**config.mk**
```make
export PLATFORM = sky130hd
export DESIGN_NAME = postfix_stack_evaluator_core_flat
export DESIGN_NICKNAME = d
export VERILOG_FILES = /design/src/hw/rtl/pse_pkg.sv /design/src/hw/rtl/pse_stream_if.sv /design/src/hw/rtl/pse_stack_ram.sv /design/src/hw/rtl/pse_divider.sv /design/src/hw/rtl/postfix_stack_evaluator_core.sv /design/src/flat_wrapper.sv
export VERILOG_INCLUDE_DIRS = /design/src /design/src/hw/rtl
export SDC_FILE = /design/constraint.sdc
export NUM_CORES = 2
export LEC_CHECK = 0
export ABC_CLOCK_PERIOD_IN_PS = 10000
export BUFFER_PORTS_ARGS = -buffer_cell sky130_fd_sc_hd__buf_2
export CORE_MARGIN = 2
export CORE_UTILIZATION = 64
export CTS_CLUSTER_SIZE = 14
export DETAILED_ROUTE_END_ITERATION = 7
export GPL_ROUTABILITY_DRIVEN = 0
export PLACE_DENSITY = 0.8
export SLEW_MARGIN = 30
export SYNTH_ARGS = -nofsm -noshare
export SYNTH_HDL_FRONTEND = slang
export SYNTH_SLANG_ARGS = --single-unit
```
**constraint.sdc**
```tcl
create_clock -name clk -period 10 [get_ports clk]
set_input_delay 0.5 -clock clk [delete_from_list [all_inputs] [get_ports clk]]
set_output_delay 0.5 -clock clk [all_outputs]
set_load 0.1 [all_outputs]
```
**src/hw/rtl/postfix_stack_evaluator_core_defines.svh**
```systemverilog
// Assertion macros shared by the postfix evaluator RTL.
`ifndef POSTFIX_STACK_EVALUATOR_CORE_DEFINES_SVH
`define POSTFIX_STACK_EVALUATOR_CORE_DEFINES_SVH
`ifndef SYNTH
// Same-cycle implication, checked outside reset.
`define PSE_ASSERT_NOW(label, clk, rst_n, ante, cons) \
    label: assert property (@(posedge clk) disable iff (!rst_n) (ante) |-> (cons)) \
        else $error("pse assertion failed");
// Next-cycle implication, checked outside reset.
`define PSE_ASSERT_NEXT(label, clk, rst_n, ante, cons) \
    label: assert property (@(posedge clk) disable iff (!rst_n) (ante) |=> (cons)) \
        else $error("pse assertion failed");
`else
`define PSE_ASSERT_NOW(label, clk, rst_n, ante, cons)
`define PSE_ASSERT_NEXT(label, clk, rst_n, ante, cons)
`endif
`endif

```
**src/hw/rtl/pse_pkg.sv**
```systemverilog
// Package: widths, token and status codes, divider request and response types.
`default_nettype none
package pse_pkg;
    localparam int STACK_DEPTH = 64;
    localparam int DATA_W      = 32;
    localparam int NUM_W       = 31;
    localparam int OP_W        = 3;
    localparam int ST_W        = 3;
    localparam int ADDR_W      = $clog2(STACK_DEPTH);
    localparam int CNT_W       = $clog2(STACK_DEPTH + 1);
    localparam int ITER_W      = $clog2(DATA_W);

    typedef enum logic [OP_W-1:0] {
        OP_NUM = 3'd0,
        OP_ADD = 3'd1,
        OP_SUB = 3'd2,
        OP_MUL = 3'd3,
        OP_DIV = 3'd4,
        OP_MOD = 3'd5,
        OP_INV = 3'd6,
        OP_END = 3'd7
    } op_t;

    typedef enum logic [ST_W-1:0] {
        ST_OK       = 3'd0,
        ST_FEW      = 3'd1,
        ST_INVALID  = 3'd2,
        ST_DIVZERO  = 3'd3,
        ST_OVERFLOW = 3'd4,
        ST_LEFTOVER = 3'd5
    } status_t;

    typedef struct packed {
        logic              start;
        logic [DATA_W-1:0] dividend;
        logic [DATA_W-1:0] divisor;
    } div_req_t;

    typedef struct packed {
        logic              done;
        logic [DATA_W-1:0] quo;
        logic [DATA_W-1:0] rem;
    } div_res_t;
endpackage
`default_nettype wire

```
**src/hw/rtl/pse_stream_if.sv**
```systemverilog
// Interfaces: token input channel and result output channel.
`default_nettype none
interface pse_tok_if
    import pse_pkg::*;
();
    logic             valid;
    logic             ready;
    logic [OP_W-1:0]  op;
    logic [NUM_W-1:0] number;

    modport source (output valid, output op, output number, input ready);
    modport sink   (input valid, input op, input number, output ready);
endinterface

interface pse_res_if
    import pse_pkg::*;
();
    logic                     valid;
    logic                     ready;
    logic [ST_W-1:0]          status;
    logic signed [DATA_W-1:0] value;

    modport source (output valid, output status, output value, input ready);
    modport sink   (input valid, input status, input value, output ready);
endinterface
`default_nettype wire

```
**src/hw/rtl/pse_stack_ram.sv**
```systemverilog
// Generic single-write, single-read synchronous RAM for the operand stack.
`default_nettype none
module pse_stack_ram #(
    parameter int DEPTH = 64,
    parameter int WIDTH = 32
) (
    input  logic                     clk,
    input  logic                     we,
    input  logic [$clog2(DEPTH)-1:0] waddr,
    input  logic [WIDTH-1:0]         wdata,
    input  logic                     re,
    input  logic [$clog2(DEPTH)-1:0] raddr,
    output logic [WIDTH-1:0]         rdata
);
    logic [WIDTH-1:0] mem [DEPTH];
    logic [WIDTH-1:0] rdata_reg;

    always_ff @(posedge clk)
    begin
        if (we)
        begin
            mem[waddr] <= wdata;
        end
    end

    always_ff @(posedge clk)
    begin
        if (re)
        begin
            rdata_reg <= mem[raddr];
        end
    end

    assign rdata = rdata_reg;
endmodule
`default_nettype wire

```
**src/hw/rtl/pse_divider.sv**
```systemverilog
// Iterative signed restoring divider, one quotient bit per cycle.
`default_nettype none
`include "postfix_stack_evaluator_core_defines.svh"
module pse_divider
    import pse_pkg::*;
(
    input  logic     clk,
    input  logic     rst_n,
    input  div_req_t req,
    output div_res_t rsp
);
    logic              busy_reg, busy_next;
    logic              done_reg, done_next;
    logic [ITER_W-1:0] iter_reg, iter_next;
    logic [DATA_W-1:0] rem_reg, rem_next;
    logic [DATA_W-1:0] quo_reg, quo_next;
    logic [DATA_W-1:0] dsr_reg, dsr_next;
    logic              qneg_reg, qneg_next;
    logic              rneg_reg, rneg_next;
    logic [DATA_W:0]   shifted;
    logic [DATA_W+1:0] diff;

    always_comb
    begin
        busy_next = busy_reg;
        done_next = 1'b0;
        iter_next = iter_reg;
        rem_next  = rem_reg;
        quo_next  = quo_reg;
        dsr_next  = dsr_reg;
        qneg_next = qneg_reg;
        rneg_next = rneg_reg;
        shifted   = {rem_reg, quo_reg[DATA_W-1]};
        diff      = {1'b0, shifted} - {2'b00, dsr_reg};

        if (req.start)
        begin
            // take magnitudes; the most negative value maps onto itself unsigned
            busy_next = 1'b1;
            iter_next = '0;
            rem_next  = '0;
            quo_next  = req.dividend[DATA_W-1] ? (~req.dividend + 1'b1) : req.dividend;
            dsr_next  = req.divisor[DATA_W-1] ? (~req.divisor + 1'b1) : req.divisor;
            qneg_next = req.dividend[DATA_W-1] ^ req.divisor[DATA_W-1];
            rneg_next = req.dividend[DATA_W-1];
        end
        else if (busy_reg)
        begin
            // keep the trial difference only when it does not borrow
            rem_next  = diff[DATA_W+1] ? shifted[DATA_W-1:0] : diff[DATA_W-1:0];
            quo_next  = {quo_reg[DATA_W-2:0], ~diff[DATA_W+1]};
            iter_next = iter_reg + 1'b1;
            if (iter_reg == ITER_W'(DATA_W - 1))
            begin
                busy_next = 1'b0;
                done_next = 1'b1;
            end
        end
    end

    always_ff @(posedge clk or negedge rst_n)
    begin
        if (!rst_n)
        begin
            busy_reg <= 1'b0;
            done_reg <= 1'b0;
            iter_reg <= '0;
            rem_reg  <= '0;
            quo_reg  <= '0;
            dsr_reg  <= '0;
            qneg_reg <= 1'b0;
            rneg_reg <= 1'b0;
        end
        else
        begin
            busy_reg <= busy_next;
            done_reg <= done_next;
            iter_reg <= iter_next;
            rem_reg  <= rem_next;
            quo_reg  <= quo_next;
            dsr_reg  <= dsr_next;
            qneg_reg <= qneg_next;
            rneg_reg <= rneg_next;
        end
    end

    assign rsp.done = done_reg;
    assign rsp.quo  = qneg_reg ? (~quo_reg + 1'b1) : quo_reg;
    assign rsp.rem  = rneg_reg ? (~rem_reg + 1'b1) : rem_reg;

    `PSE_ASSERT_NOW(a_div_no_restart, clk, rst_n, req.start, !busy_reg)
    `PSE_ASSERT_NOW(a_div_nonzero, clk, rst_n, req.start, req.divisor != '0)
    `PSE_ASSERT_NOW(a_div_done_idle, clk, rst_n, done_reg, !busy_reg && !req.start)
endmodule
`default_nettype wire

```
**src/hw/rtl/postfix_stack_evaluator_core.sv**
```systemverilog
// Top level: postfix token sequencer around the operand stack RAM and the divider.
// Steps per token beat: number, invalid, end and any token after an error finish in the idle state;
// add, sub and mul also pass through a load state (stack RAM read, then execute into the top register).
// div and mod pass through the load state, then wait for the 32-step divider before writeback.
// End result appears in the output register the cycle after the end beat is accepted.
// Reset (rst_n low, async) empties the stack, clears the error and drops the result.
`default_nettype none
`include "postfix_stack_evaluator_core_defines.svh"
module postfix_stack_evaluator_core
    import pse_pkg::*;
(
    input  logic      clk,
    input  logic      rst_n,
    pse_tok_if.sink   tok,
    pse_res_if.source res
);
    typedef enum logic [1:0] {
        S_IDLE,
        S_LOAD,
        S_DIV
    } state_t;

    state_t            state_reg, state_next;
    logic [CNT_W-1:0]  count_reg, count_next;
    status_t           err_reg, err_next;
    // top of stack lives in a register; the RAM holds the entries below it
    logic [DATA_W-1:0] tos_reg, tos_next;
    op_t               op_reg, op_next;
    logic              res_valid_reg, res_valid_next;
    status_t           res_status_reg, res_status_next;
    logic [DATA_W-1:0] res_value_reg, res_value_next;

    logic                tok_acc;
    op_t                 tok_op;
    logic                ram_we;
    logic                ram_re;
    logic [ADDR_W-1:0]   ram_waddr;
    logic [ADDR_W-1:0]   ram_raddr;
    logic [DATA_W-1:0]   ram_rdata;
    logic [2*DATA_W-1:0] prod;
    div_req_t            div_req;
    div_res_t            div_res;

    assign tok_op  = op_t'(tok.op);
    // only an end beat needs the result register free; everything else flows on
    assign tok.ready = (state_reg == S_IDLE)
                     && (!res_valid_reg || res.ready || tok_op != OP_END);
    assign tok_acc = tok.valid && tok.ready;

    // a push spills the old top into the RAM; an operator fetches the entry below it
    assign ram_waddr = ADDR_W'(count_reg - CNT_W'(1));
    assign ram_raddr = ADDR_W'(count_reg - CNT_W'(2));
    assign prod      = ram_rdata * tos_reg;

    pse_stack_ram #(
        .DEPTH (STACK_DEPTH),
        .WIDTH (DATA_W)
    ) u_stack_ram (
        .clk   (clk),
        .we    (ram_we),
        .waddr (ram_waddr),
        .wdata (tos_reg),
        .re    (ram_re),
        .raddr (ram_raddr),
        .rdata (ram_rdata)
    );

    pse_divider u_divider (
        .clk   (clk),
        .rst_n (rst_n),
        .req   (div_req),
        .rsp   (div_res)
    );

    always_comb
    begin
        state_next      = state_reg;
        count_next      = count_reg;
        err_next        = err_reg;
        tos_next        = tos_reg;
        op_next         = op_reg;
        res_valid_next  = res_valid_reg && !res.ready;
        res_status_next = res_status_reg;
        res_value_next  = res_value_reg;
        ram_we          = 1'b0;
        ram_re          = 1'b0;
        div_req.start    = 1'b0;
        div_req.dividend = ram_rdata;
        div_req.divisor  = tos_reg;

        case (state_reg)
            S_IDLE:
            begin
                if (tok_acc)
                begin
                    op_next = tok_op;
                    if (tok_op == OP_END)
                    begin
                        // report the first error, else check for exactly one value
                        res_valid_next = 1'b1;
                        res_value_next = '0;
                        if (err_reg != ST_OK)
                        begin
                            res_status_next = err_reg;
                        end
                        else if (count_reg != CNT_W'(1))
                        begin
                            res_status_next = ST_LEFTOVER;
                        end
                        else
                        begin
                            res_status_next = ST_OK;
                            res_value_next  = tos_reg;
                        end
                        count_next = '0;
                        err_next   = ST_OK;
                    end
                    else if (err_reg == ST_OK)
                    begin
                        case (tok_op)
                            OP_NUM:
                            begin
                                if (count_reg >= CNT_W'(STACK_DEPTH))
                                begin
                                    err_next = ST_OVERFLOW;
                                end
                                else
                                begin
                                    ram_we     = (count_reg != '0);
                                    tos_next   = {1'b0, tok.number};
                                    count_next = count_reg + CNT_W'(1);
                                end
                            end
                            OP_INV:
                            begin
                                err_next = ST_INVALID;
                            end
                            OP_ADD, OP_SUB, OP_MUL:
                            begin
                                if (count_reg < CNT_W'(2))
                                begin
                                    err_next = ST_FEW;
                                end
                                else
                                begin
                                    ram_re     = 1'b1;
                                    state_next = S_LOAD;
                                end
                            end
                            OP_DIV, OP_MOD:
                            begin
                                // the right operand is the top register: test it up front
                                if (count_reg < CNT_W'(2))
                                begin
                                    err_next = ST_FEW;
                                end
                                else if (tos_reg == '0)
                                begin
                                    err_next = ST_DIVZERO;
                                end
                                else
                                begin
                                    ram_re     = 1'b1;
                                    state_next = S_LOAD;
                                end
                            end
                            default:
                            begin
                            end
                        endcase
                    end
                end
            end
            S_LOAD:
            begin
                // left operand arrives from the RAM this cycle
                state_next = S_IDLE;
                case (op_reg)
                    OP_ADD:
                    begin
                        tos_next   = ram_rdata + tos_reg;
                        count_next = count_reg - CNT_W'(1);
                    end
                    OP_SUB:
                    begin
                        tos_next   = ram_rdata - tos_reg;
                        count_next = count_reg - CNT_W'(1);
                    end
                    OP_MUL:
                    begin
                        tos_next   = prod[DATA_W-1:0];
                        count_next = count_reg - CNT_W'(1);
                    end
                    OP_DIV, OP_MOD:
                    begin
                        div_req.start = 1'b1;
                        state_next    = S_DIV;
                    end
                    default:
                    begin
                    end
                endcase
            end
            S_DIV:
            begin
                // hold until the divider finishes, then collapse two entries into one
                if (div_res.done)
                begin
                    tos_next   = (op_reg == OP_MOD) ? div_res.rem : div_res.quo;
                    count_next = count_reg - CNT_W'(1);
                    state_next = S_IDLE;
                end
            end
            default:
            begin
                state_next = S_IDLE;
            end
        endcase
    end

    always_ff @(posedge clk or negedge rst_n)
    begin
        if (!rst_n)
        begin
            state_reg      <= S_IDLE;
            count_reg      <= '0;
            err_reg        <= ST_OK;
            tos_reg        <= '0;
            op_reg         <= OP_NUM;
            res_valid_reg  <= 1'b0;
            res_status_reg <= ST_OK;
            res_value_reg  <= '0;
        end
        else
        begin
            state_reg      <= state_next;
            count_reg      <= count_next;
            err_reg        <= err_next;
            tos_reg        <= tos_next;
            op_reg         <= op_next;
            res_valid_reg  <= res_valid_next;
            res_status_reg <= res_status_next;
            res_value_reg  <= res_value_next;
        end
    end

    assign res.valid  = res_valid_reg;
    assign res.status = res_status_reg;
    assign res.value  = $signed(res_value_reg);

    `PSE_ASSERT_NOW(a_count_bound, clk, rst_n, 1'b1, count_reg <= CNT_W'(STACK_DEPTH))
    `PSE_ASSERT_NOW(a_busy_operands, clk, rst_n, state_reg != S_IDLE, count_reg >= CNT_W'(2))
    `PSE_ASSERT_NEXT(a_end_clears, clk, rst_n, tok_acc && tok_op == OP_END, count_reg == '0 && err_reg == ST_OK && res_valid_reg)
    `PSE_ASSERT_NEXT(a_error_freezes, clk, rst_n, err_reg != ST_OK && !(tok_acc && tok_op == OP_END), $stable(count_reg) && $stable(err_reg))
endmodule
`default_nettype wire
```
**src/flat_wrapper.sv**
```systemverilog
// flat-port wrapper written by rule: the top's interface ports become plain ports
module postfix_stack_evaluator_core_flat import pse_pkg::*;
  (clk, rst_n, tok_valid, tok_op, tok_number, tok_ready, res_valid, res_status, res_value, res_ready);
  pse_tok_if tok_i ();
  pse_res_if res_i ();
  input  logic clk;
  input  logic rst_n;
  input wire logic [$bits(tok_i.valid)-1:0] tok_valid;
  input wire logic [$bits(tok_i.op)-1:0] tok_op;
  input wire logic [$bits(tok_i.number)-1:0] tok_number;
  output wire logic [$bits(tok_i.ready)-1:0] tok_ready;
  output wire logic [$bits(res_i.valid)-1:0] res_valid;
  output wire logic [$bits(res_i.status)-1:0] res_status;
  output wire logic [$bits(res_i.value)-1:0] res_value;
  input wire logic [$bits(res_i.ready)-1:0] res_ready;
  assign tok_i.valid = tok_valid;
  assign tok_i.op = tok_op;
  assign tok_i.number = tok_number;
  assign tok_ready = tok_i.ready;
  assign res_valid = res_i.valid;
  assign res_status = res_i.status;
  assign res_value = res_i.value;
  assign res_i.ready = res_ready;
  postfix_stack_evaluator_core u_core (.clk(clk), .rst_n(rst_n), .tok(tok_i), .res(res_i));
endmodule
```
-- Word-level counts from Yosys, hierarchy flattened
Memories as Yosys holds them, arrays and structs flattened. A register that Yosys moved wholly into a read port is not among the register bits.
Cells that the tools add are included.
- memories: 1
- output and inout bits: 37
- register bits after elaboration: 188
- bits in writable memories: 2048
- bits in read-only memories: 0
- latch bits: 0
- divide/modulo/power cells: 0
- add/subtract/negate cells: 11
- equal/unequal tests: 35
- bitwise logic cells: 6
- shifts and indexed selects: 0
- multipliers: 1
- reduce and logical (&&, ||, !) cells: 27
- $lt $le $gt $ge: 2
- multiplexer cells: 76
- memory list (memory ; words ; bits a word ; read ports ; clocked after memory_dff ; wr ports ; RTL line ; RTL):
    u_core.u_stack_ram.mem ; 64 ; 32 ; 1 ; 1 ; 1 ; pse_stack_ram.sv:15 ; logic [WIDTH-1:0] mem [DEPTH];
- operators with widths (kind ; number):
    32-bit 2-to-1 mux ; 18
    32-bit case mux with 3 select lines ; 2
    32-bit by 1-bit adder with 32-bit output, second input constant ; 4
    32-bit inverter ; 4
    7-bit 2-to-1 mux ; 7
    33-bit by 32-bit subtractor with 34-bit output ; 1
    32-bit adder ; 1
    32-bit zero test ; 1
    32-bit by 32-bit multiplier with 32-bit output ; 1
    32-bit subtractor ; 1
    1-bit 2-to-1 mux ; 26
    3-bit 2-to-1 mux ; 8
    3-bit != test, second input constant ; 8
    7-bit case mux with 3 select lines ; 1
    3-bit == test, second input constant ; 6
    2-bit 2-to-1 mux ; 8
    8-bit AND reduction ; 2
    7-bit AND reduction ; 2
    3-bit by 2-bit == test with 1-bit output, second input constant ; 4
    2-bit != test, second input constant ; 6
    3-bit case mux with 4 select lines ; 1
    5-bit 2-to-1 mux ; 2
    7-bit by 1-bit adder with 7-bit output, second input constant ; 1
    7-bit >= comparator, second input constant ; 1
    other kinds (31) ; 42

-- Logic depth before layout (Yosys ltp)
- depth after elaboration: 9
- mapped depth: 27

-- Cells and area by module
Synthesis repeated with hierarchy kept, for this count alone.
- cell total of the unflattened synthesis: 7238
- area, all modules: 111200.4 um2
- by module, submodules not included (module ; sequential area each (um2) ; times used ; cells an instance ; area each (um2)):
    pse_stack_ram ; 62459.9 ; 1 ; 3511 ; 79359.9
    postfix_stack_evaluator_core ; 2077.0 ; 1 ; 2654 ; 23035.8
    pse_divider ; 2627.5 ; 1 ; 1073 ; 8804.7

-- Worst setup path after synthesis
OpenSTA, ideal clock, no wires.
- kind: register to register
- start point: register u_core.tos_reg[6]
- end point: register u_core.tos_reg[31]
- path buffers: 3
- setup time: 0.132 ns
- path slack: 2.197 ns
- clock period less this slack: 7.803 ns
- arrival: 7.671 ns
- data required time: 9.868 ns
- cell stages (with the launch flop): 27
- path through: dfrtp_1 -> clkbuf_1 -> clkbuf_1 -> clkbuf_1 -> and2_1 -> fa_1 -> fa_1 -> fa_1 -> inv_1 -> fa_1 -> inv_1 -> fa_1 -> inv_1 -> fa_1 -> inv_1 -> fa_1 -> fa_1 -> ha_1 -> o21a_1 -> nor2_1 -> nor2_1 -> a21boi_0 -> a21oi_1 -> o311ai_0 -> nand3_1 -> a31oi_1 -> o21ai_0
- cells in the longest elaborated chain, start to end: 3
- elaborated cells between the ends (all ways): 5
- those cells by class: add/sub: 2; mul: 1; mux: 2
- ends and longest elaborated chain (element ; RTL line ; RTL):
    start: declaration ; postfix_stack_evaluator_core.sv:27 ; logic [DATA_W-1:0] tos_reg, tos_next;
    start signal: assignment ; postfix_stack_evaluator_core.sv:239 ; tos_reg <= tos_next;
    32-bit by 32-bit multiplier with 32-bit output (tied with other cells) ; postfix_stack_evaluator_core.sv:53 ; assign prod = ram_rdata * tos_reg;
    32-bit case mux with 3 select lines (*) ; postfix_stack_evaluator_core.sv:178 ; case (op_reg)
    32-bit case mux with 3 select lines (*) ; postfix_stack_evaluator_core.sv:91 ; case (state_reg)
Mark *: on every way between the ends. The rest lies on a longest branch, timed or not.
A chain may end at the register's enable or synchronous reset.

-- Worst setup path in the final report
- start point: register u_core.tos_reg[6]
- end point: register u_core.tos_reg[30]
The elaborated chain is that of the path after synthesis.

==> results.cfg <==
[run_status]
status = finished clean

[synth]
yosysWarningCount = 0
synthAdderAreaFrac_pct = 9.80
synth_most_common_cell = edfxtp_1
synth_edf_count = 2080
yosys-top-cells-count = edfxtp_1, mux4_2, nand2_1
seq_area_frac_synth_pct = 61.1
syn_area_um2 = 110000
ys_seq_elements = 2268
syn_avg_cell_area_um2 = 16.5
post-synth-top-area-fraction_pct = 56.8
synthSimpleGateAreaFrac_pct = 5.77
syn_inst = 6675
synthXorXnorAreaFrac_pct = 2.11
async_reset_ff_share_pct = 8.29
syn-num-nets = 7328
yosys_most_used_dff = edfxtp_1
synth_top_family_by_area = multiplexers
synth_area_leaders = edfxtp_1, mux4_2, fa_1, dfrtp_1, ha_1
yosysTopAreaCell = edfxtp_1
muxShareOfSynthArea_pct = 14.4
yosysUniqueCellTypes = 83
synth_compound_area_share_pct = 3.97

[die]
die-area_um2 = 175000
core-area_um2 = 171000
die_h_um = 418
die_w_um = 418
start_util_pct = 64.2
io_pins = 75
rows = 152

[cells_and_area]
largest_register_ffs = 2048
regMostFlops = u_core.u_stack_ram.mem
utilization_pct = 70.4
final_nets = 7416
area_delta_synth_final_pct = 9.70
final_layout_size_suffix_gt1_share_pct = 19.6

[timing]
post-route-period-util_pct = 79.5
fin_crit_ns = 7.95
maxSlewViolCount = 0
clock_skew_ns = 0.0843
worstMarginPinSlew_ns = 1.11
finalSetupViolations = 0
relSlewSlack_pct = 26.2
finalSetupTns_ns = 0
hold_violations = 0
rsz0062_at_grt = false
timing.fmax_mhz = 126

[global_route]
grt_overflow = 0
grt_usage_pct = 39.0
grt_pass1_wl_mm = 479
grt_max_degree = 152
grt_pass1_vias = 67000
antenna_found_initial = 31

[clocking]
clock_path_buffers = 3
clock_latency_ns = 0.92
h-tree-depth = 4
cts_tree = done
cts.sinks = 2268
cts_hold_buffers = 14
clockRootBuffer = clkbuf_16
cts_buffers = 212
post_cts_buffers = 0
postCtsResizedCells = 0
clkTransAtPathRegs_ns = 0.06

[drt]
drc_errors = 0
vias = 66600
drtIter0Drc = 10600
drt_wl_total_mm = 336
viasPerCell = 7.26
dr.pass1.iters = 8
antenna_left = 0
wl_per_cell_um = 36.6

[power]
p_per_area_nw_per_um2 = 167
leakage_nw = 43.6
vdd_drop_max_uv = 207

[critical_path]
required_ns = 10.71
arrival_ns = 8.66
path_class = register to register
worstSetupStartpointType = register
crit_chain = buf_4 > and2_1 > fa_1 > fa_1 > fa_1 > inv_1 > fa_1 > inv_1 > fa_1 > ha_1 > fa_1 > fa_1 > ha_1 > and4_1 > nand2_1 > a211oi_1 > a21o_1 > a21oi_1 > a211o_1 > mux2i_1 > a2111oi_0 > nor2_1
cpMostUsedCell = fa_1
cp_slowest_cell = dfrtp_4
crit_fanout = 64
endpoint_kind = register
cpPeakStageDelay_ns = 0.93

[placed_design]
port-buffer-count = 74
hpwlAfterDp_mm = 183

[job]
max_cap_viol_count = 0

[min_path]
worstHoldPathType = input pin to register
[where the power goes]
| part | switching (mW) | internal [mW] | total (mW) |
|---|---|---|---|
| clock | 3.73 | 4.28 | 8.01 |
| sequential | 0.0585 | 10.3 | 10.4 |
| combinational | 1.03 | 0.711 | 1.74 |
[critical path, delay by kind of cell (launching register included)]
| kind | cells | cell delay, ns |
|---|---|---|
| AO/OA/AOI/OAI | 5 | 1.41 |
| adder cells (fa/ha/maj) | 9 | 3.99 |
| buffers and inverters | 3 | 0.66 |
| flip-flops | 1 | 0.93 |
| multiplexers | 1 | 0.12 |
| AND/OR/NAND/NOR | 4 | 0.69 |
[cells by family after synthesis]
kind of cell             after synthesis
flip-flops                          2268
XOR/XNOR                             263
multiplexers                         738
adder cells (fa/ha/maj)              615
buffers and inverters                833
AO/OA/AOI/OAI                        675
AND/OR/NAND/NOR                     1283
[cell usage in the layout, fill, tap and decap left out, types with 64 or more instances in the layout]
| cell type | instances |
|---|---|
| mux4_2 | 672 |
| ha_1 | 204 |
| fa_1 | 410 |
| nor2_4 | 64 |
| edfxtp_1 | 2080 |
| inv_1 | 445 |
| nand2_1 | 489 |
| clkbuf_16 | 214 |
| and2_1 | 315 |
| xnor2_1 | 139 |
| buf_2 | 73 |
| dfrtp_1 | 152 |
| a21oi_1 | 130 |
| o21ai_0 | 213 |
| xor2_1 | 120 |
| nor2_1 | 121 |
| buf_4 | 156 |
[metrics by stage]
step           std cells  area, um^2  hold WS, ns  worst slack [ns]  power [mW]
4_1_cts             9163      120000       0.0177              2.11        20.1
5_1_grt             9166      121000       0.0579              1.74        20.6
2_1_floorplan       6675      110000        0.204              2.20        11.8
3_5_place_dp        8765      114000        0.470              2.23        12.2
3_3_place_gp        8764      114000        0.465              2.33        12.2
6_report            9175      121000       0.0559              2.05        20.1
[final cells by class]
class,instances,area [um^2]
timing repair buffer,261,1990
antenna,9,22.5
inverter,446,1670
tap,2233,2790
sequential,2268,67300
clock inverter,107,1040
multi-input combinational,3574,40200
fill,10100,50600
clock buffer,277,5620
[metal layers]
metal / track usage, % / part of all wire [%]
met3: 10.6 / 13
met4: 26.1 / 8.3
met2: 59.2 / 46
met5: 0.250 / 0.072
met1: 50.0 / 32
[worst paths after layout]
check	from	endpoint	slack, ns	depth (start not counted)
worst max register to register	u_core.tos_reg[6]$_DFFE_PN0P_	u_core.tos_reg[30]$_DFFE_PN0P_	2.05	22
min in group asynchronous	rst_n	u_core.u_divider.iter_reg[3]$_DFFE_PN0P_	0.25	2
worst max-delay path	u_core.tos_reg[6]$_DFFE_PN0P_	u_core.tos_reg[30]$_DFFE_PN0P_	2.05	22
worst min register to register	u_core.u_divider.dsr_reg[4]$_DFFE_PN0P_	u_core.u_divider.dsr_reg[4]$_DFFE_PN0P_	0.48	2
worst min-delay path	tok_number[16]	u_core.tos_reg[16]$_DFFE_PN0P_	0.06	3
max in group asynchronous	rst_n	u_core.tos_reg[28]$_DFFE_PN0P_	8.35	3
Power figures use the tool's default switching activity.
